--- src/hw/rtl/nse_pkg.sv ---
// Shared types and constants for the nodewise scaled error maximum block.
package nse_pkg;

	localparam int DATA_W = 48;
	localparam int SUM_W = 96;
	localparam int QUEUE_DEPTH = 2;

	localparam logic [DATA_W-1:0] ABS_TOL_RESET = 48'd281474977;
	localparam logic [DATA_W-1:0] REL_TOL_RESET = 48'd281474976711;

	localparam logic CFG_ABS_TOL = 1'b0;
	localparam logic CFG_REL_TOL = 1'b1;

	typedef struct packed {
		logic signed [DATA_W-1:0] err_x;
		logic signed [DATA_W-1:0] err_y;
		logic signed [DATA_W-1:0] err_z;
		logic signed [DATA_W-1:0] mag_x;
		logic signed [DATA_W-1:0] mag_y;
		logic signed [DATA_W-1:0] mag_z;
		logic last_node;
	} node_t;

	typedef struct packed {
		logic [DATA_W-1:0] scaled_error_max;
		logic saturated;
	} res_t;

	// sums of squares for one node, handed from front to back
	typedef struct packed {
		logic [SUM_W-1:0] err_sum;
		logic [SUM_W-1:0] mag_sum;
		logic last;
	} work_t;

endpackage

--- src/hw/rtl/nse_fifo.sv ---
// Small register queue between front and back.
module nse_fifo #(
	parameter int DEPTH = nse_pkg::QUEUE_DEPTH
) (
	input  logic           clk,
	input  logic           arst_n,
	input  logic           push,
	input  nse_pkg::work_t wdata,
	output logic           full,
	input  logic           pop,
	output nse_pkg::work_t rdata,
	output logic           empty
);

	localparam int PTR_W = (DEPTH > 1) ? $clog2(DEPTH) : 1;
	localparam int CNT_W = $clog2(DEPTH + 1);

	nse_pkg::work_t mem_q [DEPTH];
	logic [PTR_W-1:0] wr_q, rd_q;
	logic [CNT_W-1:0] cnt_q;

	assign full = (cnt_q == CNT_W'(DEPTH));
	assign empty = (cnt_q == '0);
	assign rdata = mem_q[rd_q];

	always_ff @(posedge clk or negedge arst_n) begin
		if (!arst_n) begin
			wr_q <= '0;
			rd_q <= '0;
			cnt_q <= '0;
		end else begin
			if (push)
				wr_q <= (wr_q == PTR_W'(DEPTH - 1)) ? '0 : wr_q + 1'b1;
			if (pop)
				rd_q <= (rd_q == PTR_W'(DEPTH - 1)) ? '0 : rd_q + 1'b1;
			if (push && !pop)
				cnt_q <= cnt_q + 1'b1;
			else if (pop && !push)
				cnt_q <= cnt_q - 1'b1;
		end
	end

	always_ff @(posedge clk) begin
		if (push)
			mem_q[wr_q] <= wdata;
	end

endmodule

--- config.mk ---
export PLATFORM = sky130hd
export DESIGN_NAME = nse_fifo
export DESIGN_NICKNAME = d
export VERILOG_FILES = /design/src/hw/rtl/nse_pkg.sv /design/src/hw/rtl/nse_fifo.sv
export SDC_FILE = /design/constraint.sdc
export NUM_CORES = 1
export LEC_CHECK = 0
export BUFFER_PORTS_ARGS = -buffer_cell sky130_fd_sc_hd__buf_2
export CORE_ASPECT_RATIO = 0.5
export CORE_UTILIZATION = 53
export CTS_CLUSTER_SIZE = 24
export DETAILED_ROUTE_END_ITERATION = 6
export GPL_TIMING_DRIVEN = 0
export PLACE_DENSITY = 0.8
export SYNTH_ARGS = -nofsm -noshare
export SYNTH_HDL_FRONTEND = slang
export SYNTH_SLANG_ARGS = --single-unit
--- constraint.sdc ---
create_clock -name clk -period 12.7 [get_ports clk]
set_clock_uncertainty 0.05 [all_clocks]
set_input_delay 1.905 -clock clk [delete_from_list [all_inputs] [get_ports clk]]
set_output_delay 1.905 -clock clk [all_outputs]
set_load 0.05 [all_outputs]
==> impl_metrics.ini <==
[route]
drtIter0Drc = 398
antenna_left = 0
totalWireLength_um = 29600
wl_per_cell_um = 20.3
via_count = 7420
drc = 0
vias_per_cell = 5.09
dr.pass1.iters = 4

[critical_path]
slowest_stage = dfrtp_1
rr_startpoint = wr_q
crit_required_ns = 10.74
end_kind = output port
cp-start-kind = register
r2r_slack_ns = 10.55
r2r-end = mem_q[1][52]
path_max_fanout = 10
path_class = reg -> out
slowest_delay_ns = 0.34
reg2reg_depth = 3
worstPathCellList = buf_6 > buf_6 > buf_6 > mux2_4 > buf_2
crit_arrival_ns = 1.91
startpoint = rd_q
critPathMostFrequentCell = buf_6
critPathCapture = rdata[139]

[floorplanning]
die-area_um2 = 28600
rows = 42
die_y_um = 120
start_util_pct = 54.9
core_area_um2 = 26900
pin_count = 392
die_w_um = 238

[cts]
path_clk_slew_ns = 0.07
cts-htree-levels = 2
cts_hold_buffers = 0
post_cts_buffers = 0
clk_path_buf_depth = 3
clock_latency_ns = 0.50
root_buffer = clkbuf_16
cts.sinks = 390
cts_resized = 0
cts_tree = yes
cts_buffers = 35

[synth]
yosysWarnings = 0
yosysUniqueCellTypes = 14
syn_avg_cell_area_um2 = 24.0
ys_seq_elements = 390
yosysSeqAreaShare_pct = 79.1
syn_nets = 815
syn_inst = 617
netlist_area_um2 = 14800

[cells_and_area]
drive_gt1_share_pct = 61.6
fillCellCount = 1767
nets = 1253
area_growth_pct = 25.7
fin_util_pct = 69.1
final_area_um2 = 18600

[pwr]
power.leakage_nw = 7.49
power.density_nw_per_um2 = 269
irDropWorstVdd_v = 0.000174
finalPower_mw = 5.00

[grt]
grt_max_degree = 56
antenna_found_initial = 4
grt_pass1_wl_um = 43600
grt_usage_pct = 20.5
grt_overflow = 0
grt_pass1_vias = 7834

[hold_path]
min_path_type = reg -> reg

[sta]
finalSetupViolCount = 0
fmax_mhz = 259
min_period_over_period_pct = 30.4
period_needed_ns = 3.86
worst_pin_slew_ns = 0.714
slew-limit-headroom_pct = 52.4
maxSlewViolCount = 0
hold_viol = 0
rsz0062_at_grt = no

[run]
drv_cap = 0

[placement]
dpl-instance-area_um2 = 17500
port_buffers = 391
dpl.hpwl_um = 21000
place_congestion = 0.794

[status]
outcome = completed
layout make-up:
type	count	area, um2	share of cell area [%]
Sequential cell	390	11700	62.9
Tap cell	374	468	2.52
Multi-Input combinational cell	204	2870	15.4
Timing Repair Buffer	401	2200	11.8
Antenna cell	4	10.0	0.0538
Inverter	1	3.75	0.0202
Clock inverter	18	159	0.855
Clock buffer	45	956	5.14
Buffer	22	233	1.25
layer usage:
layer	up-vias	global-route usage [%]	wire length [um]
li1	3349	-	-
met1	3800	23.4	11100
met2	198	37.6	16200
met3	73	4.23	1280
met4	0	8.49	1030
met5	-	0	0
how the worst min path moves through the flow:
stage | startpoint | endpoint | slack, ns | cells after the start
3_3_place_gp | wr_q | wr_q | 0.42 | 1
3_5_place_dp | cnt_q[1] | cnt_q[1] | 0.47 | 1
4_1_cts | cnt_q[1] | cnt_q[1] | 0.48 | 1
6_report | cnt_q[1] | cnt_q[1] | 0.48 | 1
2_1_floorplan | wr_q | wr_q | 0.41 | 1
5_1_grt | cnt_q[1] | cnt_q[1] | 0.49 | 1
flip-flops by register name (all words and copies together) (netlist names):
register / count
mem_q: 386
wr_q: 1
rd_q: 1
cnt_q: 2
cells by family (layout without fill, tap and decap cells):
group	count (synthesis)	after routing	synth area share, %
adder cells (fa/ha/maj)	1	1	0.0846
multiplexers	193	193	18.8
flip-flops	390	390	79.1
other	0	4	0
buffers and inverters	23	487	1.60
AND/OR/NAND/NOR	5	5	0.178
XOR/XNOR	5	5	0.296
worst max-delay path: cells and delay by family, from the launching register on:
| kind | cells | cell delay [ns] |
|---|---|---|
| buffers and inverters | 4 | 0.73 |
| DFF | 1 | 0.34 |
| muxes | 1 | 0.32 |
metrics by stage:
stage          std cells  TNS, ns  hold slack, ns  worst slack, ns
4_1_cts             1455        0           0.483             8.78
5_1_grt             1459        0           0.488             8.74
3_3_place_gp        1382  -540.56           0.419            -2.81
6_report            1459        0           0.478             8.84
3_5_place_dp        1392        0           0.474             8.93
2_1_floorplan        617        0           0.405             1.65
Yosys cell counts, drive strengths merged:
| cell type | number | area share (%) |
|---|---|---|
| nor2b | 2 | 0.085 |
| xor2 | 4 | 0.24 |
| buf | 22 | 1.6 |
| xnor2 | 1 | 0.059 |
| nor2 | 2 | 0.051 |
| inv | 1 | 0.025 |
| dfrtp | 4 | 0.68 |
| ha | 1 | 0.085 |
| and2 | 1 | 0.042 |
| mux2 | 193 | 19 |
| edfxtp | 386 | 78 |
where the power goes:
group / internal [mW] / switching, mW / total, mW
Sequential: 1.70 / 0.0618 / 1.77
Combinational: 0.713 / 1.49 / 2.20
Clock: 0.594 / 0.440 / 1.03
layout by cell type (no fill, tap or decap), types with 3 or more instances in the layout:
cell,n
buf_2,394
edfxtp_1,386
mux2_4,160
clkbuf_16,37
mux2_2,33
buf_6,18
clkbuf_1,8
clkinv_1,7
clkinv_2,7
buf_16,6
diode_2,4
xor2_1,4
dfrtp_1,4
buf_12,4
bufinv_16,3
Note: power is estimated with default switching activity, not from simulation.
