$ cat src/hw/rtl/nse_pkg.sv
// Shared types and constants for the nodewise scaled error maximum block.
package nse_pkg;

	localparam int DATA_W = 48;
	localparam int SUM_W = 96;
	localparam int QUEUE_DEPTH = 2;

	localparam logic [DATA_W-1:0] ABS_TOL_RESET = 48'd281474977;
	localparam logic [DATA_W-1:0] REL_TOL_RESET = 48'd281474976711;

	localparam logic CFG_ABS_TOL = 1'b0;
	localparam logic CFG_REL_TOL = 1'b1;

	typedef struct packed {
		logic signed [DATA_W-1:0] err_x;
		logic signed [DATA_W-1:0] err_y;
		logic signed [DATA_W-1:0] err_z;
		logic signed [DATA_W-1:0] mag_x;
		logic signed [DATA_W-1:0] mag_y;
		logic signed [DATA_W-1:0] mag_z;
		logic last_node;
	} node_t;

	typedef struct packed {
		logic [DATA_W-1:0] scaled_error_max;
		logic saturated;
	} res_t;

	// sums of squares for one node, handed from front to back
	typedef struct packed {
		logic [SUM_W-1:0] err_sum;
		logic [SUM_W-1:0] mag_sum;
		logic last;
	} work_t;

endpackage

$ cat src/hw/rtl/nse_front.sv
// Front: accepts a node item and forms both sums of squares with a shared 24x24 multiplier.
module nse_front (
	input  logic           clk,
	input  logic           arst_n,
	input  logic           node_valid,
	output logic           node_stall,
	input  nse_pkg::node_t node,
	output logic           push,
	output nse_pkg::work_t work,
	input  logic           full
);

	typedef enum logic [2:0] {
		F_IDLE = 3'b001,
		F_MUL  = 3'b010,
		F_PUSH = 3'b100
	} fstate_t;

	localparam logic [1:0] PH_LL = 2'd0;
	localparam logic [1:0] PH_LH = 2'd1;
	localparam logic [1:0] PH_HH = 2'd2;
	localparam logic [2:0] COMP_LAST = 3'd5;
	localparam logic [2:0] ERR_COMPS = 3'd3;

	fstate_t state_q;
	logic [2:0] comp_q;
	logic [1:0] ph_q;
	logic [47:0] mag_q [6];
	logic [95:0] esum_q, msum_q;
	logic last_q;
	logic [23:0] mul_a, mul_b;
	logic [47:0] prod;
	logic [95:0] addend;
	logic accept;

	function automatic logic [47:0] mag48(input logic [47:0] v);
		mag48 = v[47] ? (~v + 48'd1) : v;
	endfunction

	assign node_stall = (state_q != F_IDLE);
	assign accept = node_valid && !node_stall;
	assign push = (state_q == F_PUSH) && !full;
	assign work = '{err_sum: esum_q, mag_sum: msum_q, last: last_q};

	always_comb begin
		mul_a = (ph_q == PH_HH) ? mag_q[0][47:24] : mag_q[0][23:0];
		mul_b = (ph_q == PH_LL) ? mag_q[0][23:0] : mag_q[0][47:24];
		prod = 48'(mul_a * mul_b);
		case (ph_q)
			PH_LL: addend = {48'd0, prod};
			PH_LH: addend = {23'd0, prod, 25'd0};
			PH_HH: addend = {prod, 48'd0};
			default: addend = '0;
		endcase
	end

	always_ff @(posedge clk or negedge arst_n) begin
		if (!arst_n) begin
			state_q <= F_IDLE;
			comp_q <= '0;
			ph_q <= PH_LL;
		end else begin
			case (state_q)
				F_IDLE: begin
					if (accept) begin
						state_q <= F_MUL;
						comp_q <= '0;
						ph_q <= PH_LL;
					end
				end
				F_MUL: begin
					if (ph_q == PH_HH) begin
						ph_q <= PH_LL;
						comp_q <= comp_q + 3'd1;
						if (comp_q == COMP_LAST)
							state_q <= F_PUSH;
					end else begin
						ph_q <= ph_q + 2'd1;
					end
				end
				F_PUSH: begin
					if (!full)
						state_q <= F_IDLE;
				end
				default: state_q <= F_IDLE;
			endcase
		end
	end

	always_ff @(posedge clk) begin
		if (accept) begin
			mag_q[0] <= mag48(node.err_x);
			mag_q[1] <= mag48(node.err_y);
			mag_q[2] <= mag48(node.err_z);
			mag_q[3] <= mag48(node.mag_x);
			mag_q[4] <= mag48(node.mag_y);
			mag_q[5] <= mag48(node.mag_z);
			last_q <= node.last_node;
			esum_q <= '0;
			msum_q <= '0;
		end else if (state_q == F_MUL) begin
			if (comp_q < ERR_COMPS)
				esum_q <= esum_q + addend;
			else
				msum_q <= msum_q + addend;
			if (ph_q == PH_HH) begin
				for (int i = 0; i < 5; i++)
					mag_q[i] <= mag_q[i+1];
			end
		end
	end

endmodule

$ cat config.mk
export PLATFORM = sky130hd
export DESIGN_NAME = nse_front
export DESIGN_NICKNAME = d
export VERILOG_FILES = /design/src/hw/rtl/nse_pkg.sv /design/src/hw/rtl/nse_front.sv
export SDC_FILE = /design/constraint.sdc
export NUM_CORES = 2
export LEC_CHECK = 0
export BUFFER_PORTS_ARGS = -buffer_cell sky130_fd_sc_hd__buf_2
export CAP_MARGIN = 0
export CORE_UTILIZATION = 53
export DETAILED_ROUTE_END_ITERATION = 10
export GPL_TIMING_DRIVEN = 0
export PLACE_DENSITY_LB_ADDON = 0.08
export SLEW_MARGIN = 5
export SYNTH_ARGS = -nofsm -noshare
export SYNTH_HDL_FRONTEND = slang
export SYNTH_SLANG_ARGS = --single-unit
$ cat constraint.sdc
create_clock -name clk -period 14.8 [get_ports clk]
set_input_delay 2.96 -clock clk [delete_from_list [all_inputs] [get_ports clk]]
set_output_delay 2.96 -clock clk [all_outputs]
set_load 0.01 [all_outputs]
==> flow_metrics.py <==
metrics = {
    "job": {
        "drv_cap": 0,
    },
    "logic_synthesis": {
        "async_flop_share_pct": 1.64,
        "synthTopCellsByArea": "fa_1 (18%), edfxtp_1 (16%), ha_1 (8.5%), nand2_1 (8.1%), dfxtp_1 (7.0%)",
        "netlist_area_um2": 54800,
        "yosysSeqAreaShare_pct": 23.2,
        "yosys.cell_types.count": 82,
        "yosysWarnings": 0,
        "synth_edf_count": 289,
        "synth_top_cell_by_area": "fa_1",
        "ys_ff_latch": 489,
        "synth_ff_type": "edfxtp_1",
        "syn_area_per_cell_um2": 8.18,
        "yosysTopAreaCellShare_pct": 17.7,
        "syn_nets": 7854,
        "synth_cells": 6705,
    },
    "floorplanning": {
        "initial_core_util_pct": 53.7,
        "rows": 117,
        "die_w_um": 324,
        "fp.dieH_um": 324,
        "boundaryPins": 488,
        "dieArea_um2": 105000,
        "coreArea_um2": 102000,
    },
    "timing": {
        "setup_viol": 0,
        "worst_pin_slew_ns": 1.42,
        "fin_crit_sh_pct": 99.2,
        "period_needed_ns": 14.69,
        "max_freq_ghz": 0.0681,
        "hold_viol_final": 0,
        "drv_slew": 0,
        "rsz0062_at_grt": "yes",
        "setup_ws_ns": 0.113,
        "holdWs_ns": 0.474,
        "finalClockSkew_ns": 0.0451,
        "slew_headroom_pct": 5.22,
    },
    "routing": {
        "first_pass_iters": 8,
        "vias": 52264,
        "viasPerCell": 6.01,
        "wl_per_cell_um": 25.0,
        "drc_errors": 0,
        "drt_wl_total_um": 218000,
        "ant_nets": 0,
        "initialDrtViolationCount": 4915,
    },
    "global_routing": {
        "grt_pass1_wl_um": 315000,
        "grt-ovfl-total": 0,
        "grt_max_degree": 72,
        "grt_usage_pct": 40.8,
        "first_global_vias": 50395,
        "antenna_found_initial": 67,
    },
    "cts": {
        "cts_buffers": 58,
        "clock_latency_ns": 0.69,
        "htree_levels": 2,
        "cts.sinks": 489,
        "clk_path_buf_depth": 3,
        "post_cts_buffers": 0,
        "clkSlewWorstSetupHoldPaths_ns": 0.07,
        "cts_root_buffer": "clkbuf_16",
        "cts_tree": "done",
    },
    "worst_setup_path": {
        "end_kind": "flip-flop",
        "path_common_cell": "fa_1",
        "start_kind": "flip-flop",
        "criticalPathCategory": "reg2reg",
        "cpPeakStageDelay_ns": 0.76,
        "cp.required_ns": 15.35,
        "cp_top_family": "adder cells",
        "path_buf_inv": 9,
        "cpMaxStageDelayCell": "clkbuf_1",
        "arrival_ns": 15.24,
        "critical_path.max_fanout": 10,
    },
    "layout": {
        "area_delta_synth_final_pct": 11.8,
        "fillCellCount": 9503,
        "seq_area_um2": 12700,
        "nNetsFinal": 8403,
        "drive_gt1_share_pct": 9.72,
        "final_common_cell": "nand2_1",
        "final_cell_mix": "nand2_1 (1177), inv_1 (655), nor2_1 (555)",
        "multi_input_area_um2": 38400,
    },
    "place": {
        "place_ws_ns": -1.11,
        "gp_congestion": 1.08,
        "hpwl_um": 181000,
        "portBuffers": 482,
    },
    "min_path": {
        "hold_path_class": "reg2reg",
    },
    "outcome": {
        "status": "complete, no violations",
    },
}
==> cells in the mapped netlist, drive strengths merged, types with 36 or more instances <==
cell    instances
nand2        1181
inv           655
nor2          556
o21ai         535
fa            484
a21oi         456
ha            372
clkbuf        334
xor2          296
edfxtp        289
dfxtp         192
xnor2         190
a21o          132
o31ai         102
nand4          84
o21bai         65
or4            59
nor3           55
nand3          54
or3            54
o41ai          47
and2           43
mux2i          40
a31oi          36
o21a           36
==> metal layers <==
metal	vias to the layer above	part of all wire (%)	track usage [%]
met5	-	0.21	0
met4	70	6.7	24.7
met3	678	11	11.8
met2	2586	45	63.6
met1	25144	38	50.0
li1	23786	-	-
==> cell type report <==
class / instances / share of cell area (%)
antenna: 31 / 0.127
buffer: 345 / 2.31
clock buffer: 73 / 2.49
clock inverter: 35 / 0.629
inverter: 656 / 4.02
multi-input combinational: 5211 / 62.7
sequential: 489 / 20.8
tap: 1368 / 2.79
timing repair buffer: 493 / 4.21
==> what timing repair did <==
item,in CTS,in global routing
cloned,0,0
hold buffers,0,0
pin swaps,0,1
gates resized for setup,29,60
endpoints found under the setup margin,73,38
==> worst register-to-register path: cells and delay by family (launching register included) <==
kind,cells,cell delay (ns)
fa+ha+maj,9,4.03
compound gates,13,3.71
buf+inv,9,2.53
simple gates,10,2.43
mux,2,0.71
xor+xnor,2,0.70
flops,1,0.44
==> through the flow <==
stage | cell area (um2) | instances | TNS, ns | utilization [%]
floorplan | 54800 | 6705 | 0 | -
global placement | 59000 | 8555 | -51.45 | 57.7
detailed placement | 59200 | 8566 | -26.47 | 57.9
CTS | 61100 | 8670 | 0 | 59.8
global route | 61300 | 8694 | -0.0968 | 60.0
finish | 61300 | 8701 | 0 | 60.0
==> path summary, 6_finish.rpt <==
kind | start | slack (ns) | end | cells past startpoint
max | ph_q[1]$_DFFE_PN0P_ | 0.11 | msum_q[95]$_SDFFE_PP0P_ | 45
min | esum_q[80]$_SDFFE_PP0P_ | 0.47 | esum_q[80]$_SDFFE_PP0P_ | 2
max reg2reg | ph_q[1]$_DFFE_PN0P_ | 0.11 | msum_q[95]$_SDFFE_PP0P_ | 45
min reg2reg | esum_q[80]$_SDFFE_PP0P_ | 0.47 | esum_q[80]$_SDFFE_PP0P_ | 2
max in group asynchronous | arst_n | 12.42 | state_q[0]$_DFFE_PN1P_ | 1
min in group asynchronous | arst_n | 2.11 | ph_q[0]$_DFFE_PN0P_ | 1
==> registers in the layout, indices dropped and copies added (netlist names) <==
signal / count
state_q: 3
esum_q: 96
ph_q: 2
msum_q: 96
last_q: 1
comp_q: 3
mag_q: 288
==> kinds of logic (layout without fill, tap and decap cells) <==
family,after synthesis,after routing,synth area share [%]
simple gates,2250,2250,17.8
compound gates,1577,1577,17.3
buf+inv,1005,1602,6.98
fa+ha+maj,856,856,26.2
flops,489,489,23.2
xor+xnor,486,486,7.76
mux,42,42,0.771
other cells,0,31,0
Power is not shown: default switching activity piles up to over one toggle a cycle in this logic, so the estimate is an artifact.
