===== src/hw/rtl/nse_pkg.sv =====
// Shared types and constants for the nodewise scaled error maximum block.
package nse_pkg;

	localparam int DATA_W = 48;
	localparam int SUM_W = 96;
	localparam int QUEUE_DEPTH = 2;

	localparam logic [DATA_W-1:0] ABS_TOL_RESET = 48'd281474977;
	localparam logic [DATA_W-1:0] REL_TOL_RESET = 48'd281474976711;

	localparam logic CFG_ABS_TOL = 1'b0;
	localparam logic CFG_REL_TOL = 1'b1;

	typedef struct packed {
		logic signed [DATA_W-1:0] err_x;
		logic signed [DATA_W-1:0] err_y;
		logic signed [DATA_W-1:0] err_z;
		logic signed [DATA_W-1:0] mag_x;
		logic signed [DATA_W-1:0] mag_y;
		logic signed [DATA_W-1:0] mag_z;
		logic last_node;
	} node_t;

	typedef struct packed {
		logic [DATA_W-1:0] scaled_error_max;
		logic saturated;
	} res_t;

	// sums of squares for one node, handed from front to back
	typedef struct packed {
		logic [SUM_W-1:0] err_sum;
		logic [SUM_W-1:0] mag_sum;
		logic last;
	} work_t;

endpackage


===== src/hw/rtl/nse_back.sv =====
// Back: square roots, scale, bit-serial divide and running maximum with result register.
module nse_back (
	input  logic           clk,
	input  logic           arst_n,
	input  logic [47:0]    abs_tol,
	input  logic [47:0]    rel_tol,
	input  logic           empty,
	output logic           pop,
	input  nse_pkg::work_t wdata,
	output logic           res_valid,
	input  logic           res_stall,
	output nse_pkg::res_t  res
);

	typedef enum logic [4:0] {
		B_IDLE = 5'b00001,
		B_SQRT = 5'b00010,
		B_MULT = 5'b00100,
		B_DIV  = 5'b01000,
		B_DONE = 5'b10000
	} bstate_t;

	localparam logic [6:0] SQRT_LAST = 7'd47;
	localparam logic [6:0] DIV_TOP = 7'd82;
	localparam logic [6:0] Q_BITS = 7'd48;
	localparam logic [1:0] MULT_LAST = 2'd3;
	localparam logic [47:0] ONE_Q45 = 48'h2000_0000_0000;

	bstate_t state_q;
	logic [6:0] cnt_q;
	logic [95:0] erad_q, mrad_q;
	logic [51:0] erem_q, mrem_q;
	logic [47:0] eroot_q, mroot_q;
	logic last_q;
	logic [95:0] pacc_q;
	logic [51:0] scale_q;
	logic [82:0] num_q;
	logic [52:0] drem_q;
	logic [47:0] quo_q;
	logic dsat_q;
	logic [47:0] max_q;
	logic sat_q;
	logic res_valid_q;
	nse_pkg::res_t res_q;

	logic [99:0] estep, mstep;
	logic [47:0] floored;
	logic [23:0] mul_a, mul_b;
	logic [47:0] prod;
	logic [95:0] addend;
	logic [52:0] dtrial;
	logic dfit;
	logic [47:0] ratio;
	logic [47:0] new_max;
	logic new_sat;
	logic out_free, leave;

	// one restoring square root digit: returns {rem, root}
	function automatic logic [99:0] sqrt_step(input logic [51:0] rem, input logic [47:0] root,
	                                          input logic [1:0] two);
		logic [51:0] sh;
		logic [51:0] trial;
		sh = {rem[49:0], two};
		trial = {2'b00, root, 2'b01};
		if (sh >= trial)
			sqrt_step = {sh - trial, root[46:0], 1'b1};
		else
			sqrt_step = {sh, root[46:0], 1'b0};
	endfunction

	assign estep = sqrt_step(erem_q, eroot_q, erad_q[95:94]);
	assign mstep = sqrt_step(mrem_q, mroot_q, mrad_q[95:94]);
	assign floored = (mroot_q < ONE_Q45) ? ONE_Q45 : mroot_q;

	always_comb begin
		mul_a = cnt_q[1] ? rel_tol[47:24] : rel_tol[23:0];
		mul_b = cnt_q[0] ? floored[47:24] : floored[23:0];
		prod = 48'(mul_a * mul_b);
		case (cnt_q[1:0])
			2'd0: addend = {48'd0, prod};
			2'd1, 2'd2: addend = {24'd0, prod, 24'd0};
			2'd3: addend = {prod, 48'd0};
			default: addend = '0;
		endcase
	end

	assign dtrial = {drem_q[51:0], num_q[82]};
	assign dfit = (dtrial >= {1'b0, scale_q});

	assign ratio = dsat_q ? '1 : quo_q;
	assign new_max = (ratio > max_q) ? ratio : max_q;
	assign new_sat = sat_q | dsat_q;
	assign out_free = !res_valid_q || !res_stall;
	assign leave = (state_q == B_DONE) && (!last_q || out_free);
	assign pop = (state_q == B_IDLE) && !empty;
	assign res_valid = res_valid_q;
	assign res = res_q;

	always_ff @(posedge clk or negedge arst_n) begin
		if (!arst_n) begin
			state_q <= B_IDLE;
			cnt_q <= '0;
			max_q <= '0;
			sat_q <= 1'b0;
			res_valid_q <= 1'b0;
		end else begin
			if (leave && last_q)
				res_valid_q <= 1'b1;
			else if (!res_stall)
				res_valid_q <= 1'b0;
			case (state_q)
				B_IDLE: begin
					if (pop) begin
						state_q <= B_SQRT;
						cnt_q <= '0;
					end
				end
				B_SQRT: begin
					cnt_q <= cnt_q + 7'd1;
					if (cnt_q == SQRT_LAST) begin
						state_q <= B_MULT;
						cnt_q <= '0;
					end
				end
				B_MULT: begin
					cnt_q <= cnt_q + 7'd1;
					if (cnt_q[1:0] == MULT_LAST) begin
						state_q <= B_DIV;
						cnt_q <= DIV_TOP;
					end
				end
				B_DIV: begin
					cnt_q <= cnt_q - 7'd1;
					if (scale_q == '0 || cnt_q == '0)
						state_q <= B_DONE;
				end
				B_DONE: begin
					if (leave) begin
						state_q <= B_IDLE;
						if (last_q) begin
							max_q <= '0;
							sat_q <= 1'b0;
						end else begin
							max_q <= new_max;
							sat_q <= new_sat;
						end
					end
				end
				default: state_q <= B_IDLE;
			endcase
		end
	end

	always_ff @(posedge clk) begin
		case (state_q)
			B_IDLE: begin
				erad_q <= wdata.err_sum;
				mrad_q <= wdata.mag_sum;
				last_q <= wdata.last;
				erem_q <= '0;
				mrem_q <= '0;
				eroot_q <= '0;
				mroot_q <= '0;
				pacc_q <= '0;
			end
			B_SQRT: begin
				erad_q <= {erad_q[93:0], 2'b00};
				mrad_q <= {mrad_q[93:0], 2'b00};
				{erem_q, eroot_q} <= estep;
				{mrem_q, mroot_q} <= mstep;
			end
			B_MULT: begin
				pacc_q <= pacc_q + addend;
				// scale uses the finished product on the last partial product
				if (cnt_q[1:0] == MULT_LAST)
					scale_q <= {4'd0, abs_tol} + {1'b0, 51'((pacc_q + addend) >> 45)};
				num_q <= {eroot_q, 35'd0};
				drem_q <= '0;
				quo_q <= '0;
				dsat_q <= 1'b0;
			end
			B_DIV: begin
				num_q <= {num_q[81:0], 1'b0};
				if (scale_q != '0) begin
					drem_q <= dfit ? dtrial - {1'b0, scale_q} : dtrial;
					quo_q <= {quo_q[46:0], dfit};
					if (dfit && cnt_q >= Q_BITS)
						dsat_q <= 1'b1;
				end
			end
			B_DONE: begin
				if (leave && last_q) begin
					res_q.scaled_error_max <= new_max;
					res_q.saturated <= new_sat;
				end
			end
			default: ;
		endcase
	end

endmodule


===== config.mk =====
export PLATFORM = sky130hd
export DESIGN_NAME = nse_back
export DESIGN_NICKNAME = d
export VERILOG_FILES = /design/src/hw/rtl/nse_pkg.sv /design/src/hw/rtl/nse_back.sv
export SDC_FILE = /design/constraint.sdc
export NUM_CORES = 2
export LEC_CHECK = 0
export BUFFER_PORTS_ARGS = -buffer_cell sky130_fd_sc_hd__buf_4
export CAP_MARGIN = 20
export CORE_MARGIN = 10
export CORE_UTILIZATION = 25
export CTS_BUF_LIST = sky130_fd_sc_hd__clkbuf_2 sky130_fd_sc_hd__clkbuf_4 sky130_fd_sc_hd__clkbuf_8
export CTS_CLUSTER_DIAMETER = 40
export DETAILED_ROUTE_END_ITERATION = 7
export GPL_TIMING_DRIVEN = 0
export PLACE_DENSITY = 0.48
export SYNTH_ARGS = -nofsm -noshare
export SYNTH_HDL_FRONTEND = slang
export SYNTH_SLANG_ARGS = --single-unit

===== constraint.sdc =====
create_clock -name clk -period 16.91 [get_ports clk]
set_input_delay 3.382 -clock clk [delete_from_list [all_inputs] [get_ports clk]]
set_output_delay 3.382 -clock clk [all_outputs]
set_load 0.02 [all_outputs]

==> run_results.csv <==
group,metric,value,unit
timing,tightest_slew,1.24,ns
critical_path,critPathLaunch,"rel_tol[3]",
logic_synthesis,yosys_warnings,0,
clock_network,clk_pin_slew_worst_paths,0.06,ns
drt,wl_per_cell,19.9,um
drt,remaining_drc_errors,0,
placement,hpwlAfterDp,195000,um
global_routing,grt_pass1_wl,361000,um
timing,maxSlewViolCount,0,
drt,drt-initial-drc-count,4289,
critical_path,worst_setup_path_start_kind,"input pin",
clock_network,clkSinkCount,797,
critical_path,critPathKind,"in2reg",
logic_synthesis,ys_seq_elements,797,
critical_path,crit_top_cell,"fa_1",
critical_path,worst_r2r_startpoint,"cnt_q[0]$_DFFE_PN0P_",
critical_path,worstPathRequired,17.59,ns
global_routing,grt_pass1_vias,57600,
drt,drt_first_pass_iters,6,
floorplan,fp.dieH,548,um
logic_synthesis,synth_cell_type_count,89,
clock_network,htree_levels,4,
timing,skew,0.120,ns
floorplan,die-area,0.300,sq mm
critical_path,crit_slowest_cell,"fa_1",
critical_path,slowest_delay,0.68,ns
logic_synthesis,netlist_instances,7661,
drt,via_per_inst,4.74,
drt,wirelength,239000,um
placement,port_buffers,343,
timing,maxSlewHeadroom,17.6,%
hold_path,worstHoldStart,"num_q[73]$_DFFE_PP_",
timing,rsz0062_at_grt,"no",
drt,antenna_left,0,
floorplan,fp-row-count,193,
logic_synthesis,synth_area,0.0697,sq mm
floorplan,start_util,25.2,%
hold_path,holdCritPathClass,"reg2reg",
clock_network,cts_buffers,173,
clock_network,clockBufferDepth,4,
global_routing,antenna_found_initial,35,
drt,vias,57100,
floorplan,core_area,0.277,sq mm
final_layout,final_cell_mix,"nand2_1 (1276), inv_1 (884), nor2_1 (810)",
critical_path,crit_fanout,10,
logic_synthesis,ys_async_sr_fraction,7.78,%
logic_synthesis,synth_enable_flop_cells,735,
outcome,status,"finished, final reports clean",
flow_run,max_cap_violations,0,
final_layout,drive_gt1_share,10.2,%
global_routing,grt_max_degree,69,
critical_path,crit_path_end_kind,"flop",
timing,fin_crit_sh,98.0,%
placement,gp_congestion,0.931,
final_layout,final_common_cell,"nand2_1",
timing,finalCriticalPeriod,16.57,ns
logic_synthesis,syn_area_per_cell,9.10,sq um
timing,hold_viol_final,0,
floorplan,die_w,548,um
logic_synthesis,ys_seq_area_share,33.9,%
clock_network,cts_tree,"yes",
timing,setup_ws,0.343,ns
global_routing,grt_use_total,15.4,%
logic_synthesis,synth_flop_cell,"edfxtp_1",
global_routing,grt_overflow_total,0,
timing,finalSetupViolations,0,
clock_network,clockRootBuffer,"clkbuf_8",
logic_synthesis,syn_nets,8961,
placement,pre_cts_ws,-2.19,ns
final_layout,fin_nets,9501,
critical_path,arrival,17.25,ns
final_layout,syn2layout_area_growth,17.0,%
timing,fmax,60.4,MHz
clock_network,insertion_delay,0.95,ns
floorplan,io_pins,344,
==> flip-flops by register name, summed over array words and instances, names as in the netlist, 49 cells and up <==
register	flops
scale_q	52
erad_q	96
erem_q	50
res	49
pacc_q	96
mrem_q	50
mrad_q	96
drem_q	52
==> timing repair <==
item | in CTS | in global routing
gates resized for setup | 52 | 64
pin swaps | 1 | 1
hold buffers | 0 | 0
endpoints found under the setup margin | 17 | 14
setup buffers | 0 | 7
==> kinds of logic (layout without fill, tap and decap cells) <==
group                      count (synthesis)  after routing  synth area share, %
and+or+nand+nor                         2713           2713                 16.7
AOI/OAI and AO/OA                       1464           1464                 13.4
buffers and inverters                   1226           1900                 6.65
adders and majority gates               1007           1007                 23.3
DFF                                      797            797                 33.9
xor gates and xnor gates                 320            320                 4.04
muxes                                    134            134                 1.97
other                                      0              5                    0
==> synth_stat cells (8+ instances only) <==
cell / number / area [sq um]
nand3b_1: 8 / 60.1
and3_1: 39 / 244
ha_1: 522 / 6530
a21boi_0: 16 / 120
mux2_2: 25 / 282
nand4_1: 71 / 444
nand2b_1: 46 / 288
inv_1: 885 / 3320
edfxtp_1: 735 / 22100
o21ai_0: 288 / 1440
and4_1: 16 / 140
a221oi_1: 15 / 131
xnor2_1: 195 / 1710
or3_1: 23 / 144
a2111oi_0: 9 / 78.8
o22ai_1: 30 / 188
buf_2: 29 / 145
nand2_1: 1280 / 4800
a211oi_1: 46 / 345
o21bai_1: 70 / 526
a31oi_1: 41 / 257
nand3_1: 94 / 470
o21a_1: 44 / 330
a21o_1: 235 / 1760
nor2b_1: 47 / 294
xor2_1: 124 / 1090
o2bb2ai_1: 49 / 429
or2_2: 15 / 93.8
a31o_2: 14 / 123
o211ai_1: 22 / 165
and2_1: 150 / 938
a211o_1: 9 / 78.8
nor4_1: 31 / 194
a21oi_1: 449 / 2250
mux2i_1: 108 / 1080
dfrtp_1: 61 / 1530
fa_1: 485 / 9710
o31a_1: 10 / 87.6
nor3_1: 62 / 310
nor2_1: 810 / 3040
o31ai_1: 25 / 188
clkbuf_1: 300 / 1130
buf_1: 12 / 45.0
==> area by class of cell <==
cell class	instances	area [sq um]
Fill cell	29500	195000
Multi-Input combinational cell	5638	41800
Sequential cell	797	23600
Tap cell	3705	4640
Inverter	885	3320
Timing Repair Buffer	382	3190
Clock buffer	218	2730
Buffer	324	1340
Clock inverter	91	873
Antenna cell	5	12.5
==> metrics by stage <==
stage          utilization [%]  hold WS, ns  setup TNS [ns]  std cells  instance area (sq um)
2_1_floorplan                -        0.461               0       7661                  69700
3_3_place_gp              27.8        0.481          -39.15      11700                  76900
3_5_place_dp              28.0        0.489          -36.14      11700                  77500
4_1_cts                   29.3        0.426               0      12000                  81300
5_1_grt                   29.4        0.497               0      12000                  81500
6_report                  29.4        0.453               0      12000                  81500
==> routing by layer <==
layer | GRT usage (%) | share of wire (%)
met1 | 20.3 | 44
met4 | 4.55 | 3.4
met5 | 0 | 0.11
met3 | 3.50 | 7.3
met2 | 25.1 | 45
==> worst max-delay path, delay by kind of cell <==
kind | cells | cell delay [ns]
adders and majority gates | 10 | 4.98
AOI/OAI and AO/OA | 18 | 4.32
and+or+nand+nor | 9 | 2.67
buffers and inverters | 7 | 1.03
xor gates and xnor gates | 2 | 0.50
muxes | 1 | 0.32
==> path summary, 6_finish.rpt <==
kind | to | slack [ns] | cells after the start
setup / recovery | scale_q[51]$_DFFE_PP_ | 0.34 | 47
hold / removal | num_q[74]$_DFFE_PP_ | 0.45 | 2
setup reg to reg | scale_q[51]$_DFFE_PP_ | 0.68 | 48
hold reg to reg | num_q[74]$_DFFE_PP_ | 0.45 | 2
max in group asynchronous | max_q[40]$_DFFE_PN0P_ | 13.55 | 1
min in group asynchronous | max_q[15]$_DFFE_PN0P_ | 2.67 | 1
Power is not shown: default switching activity piles up to over one toggle a cycle in this logic, so the estimate is an artifact.
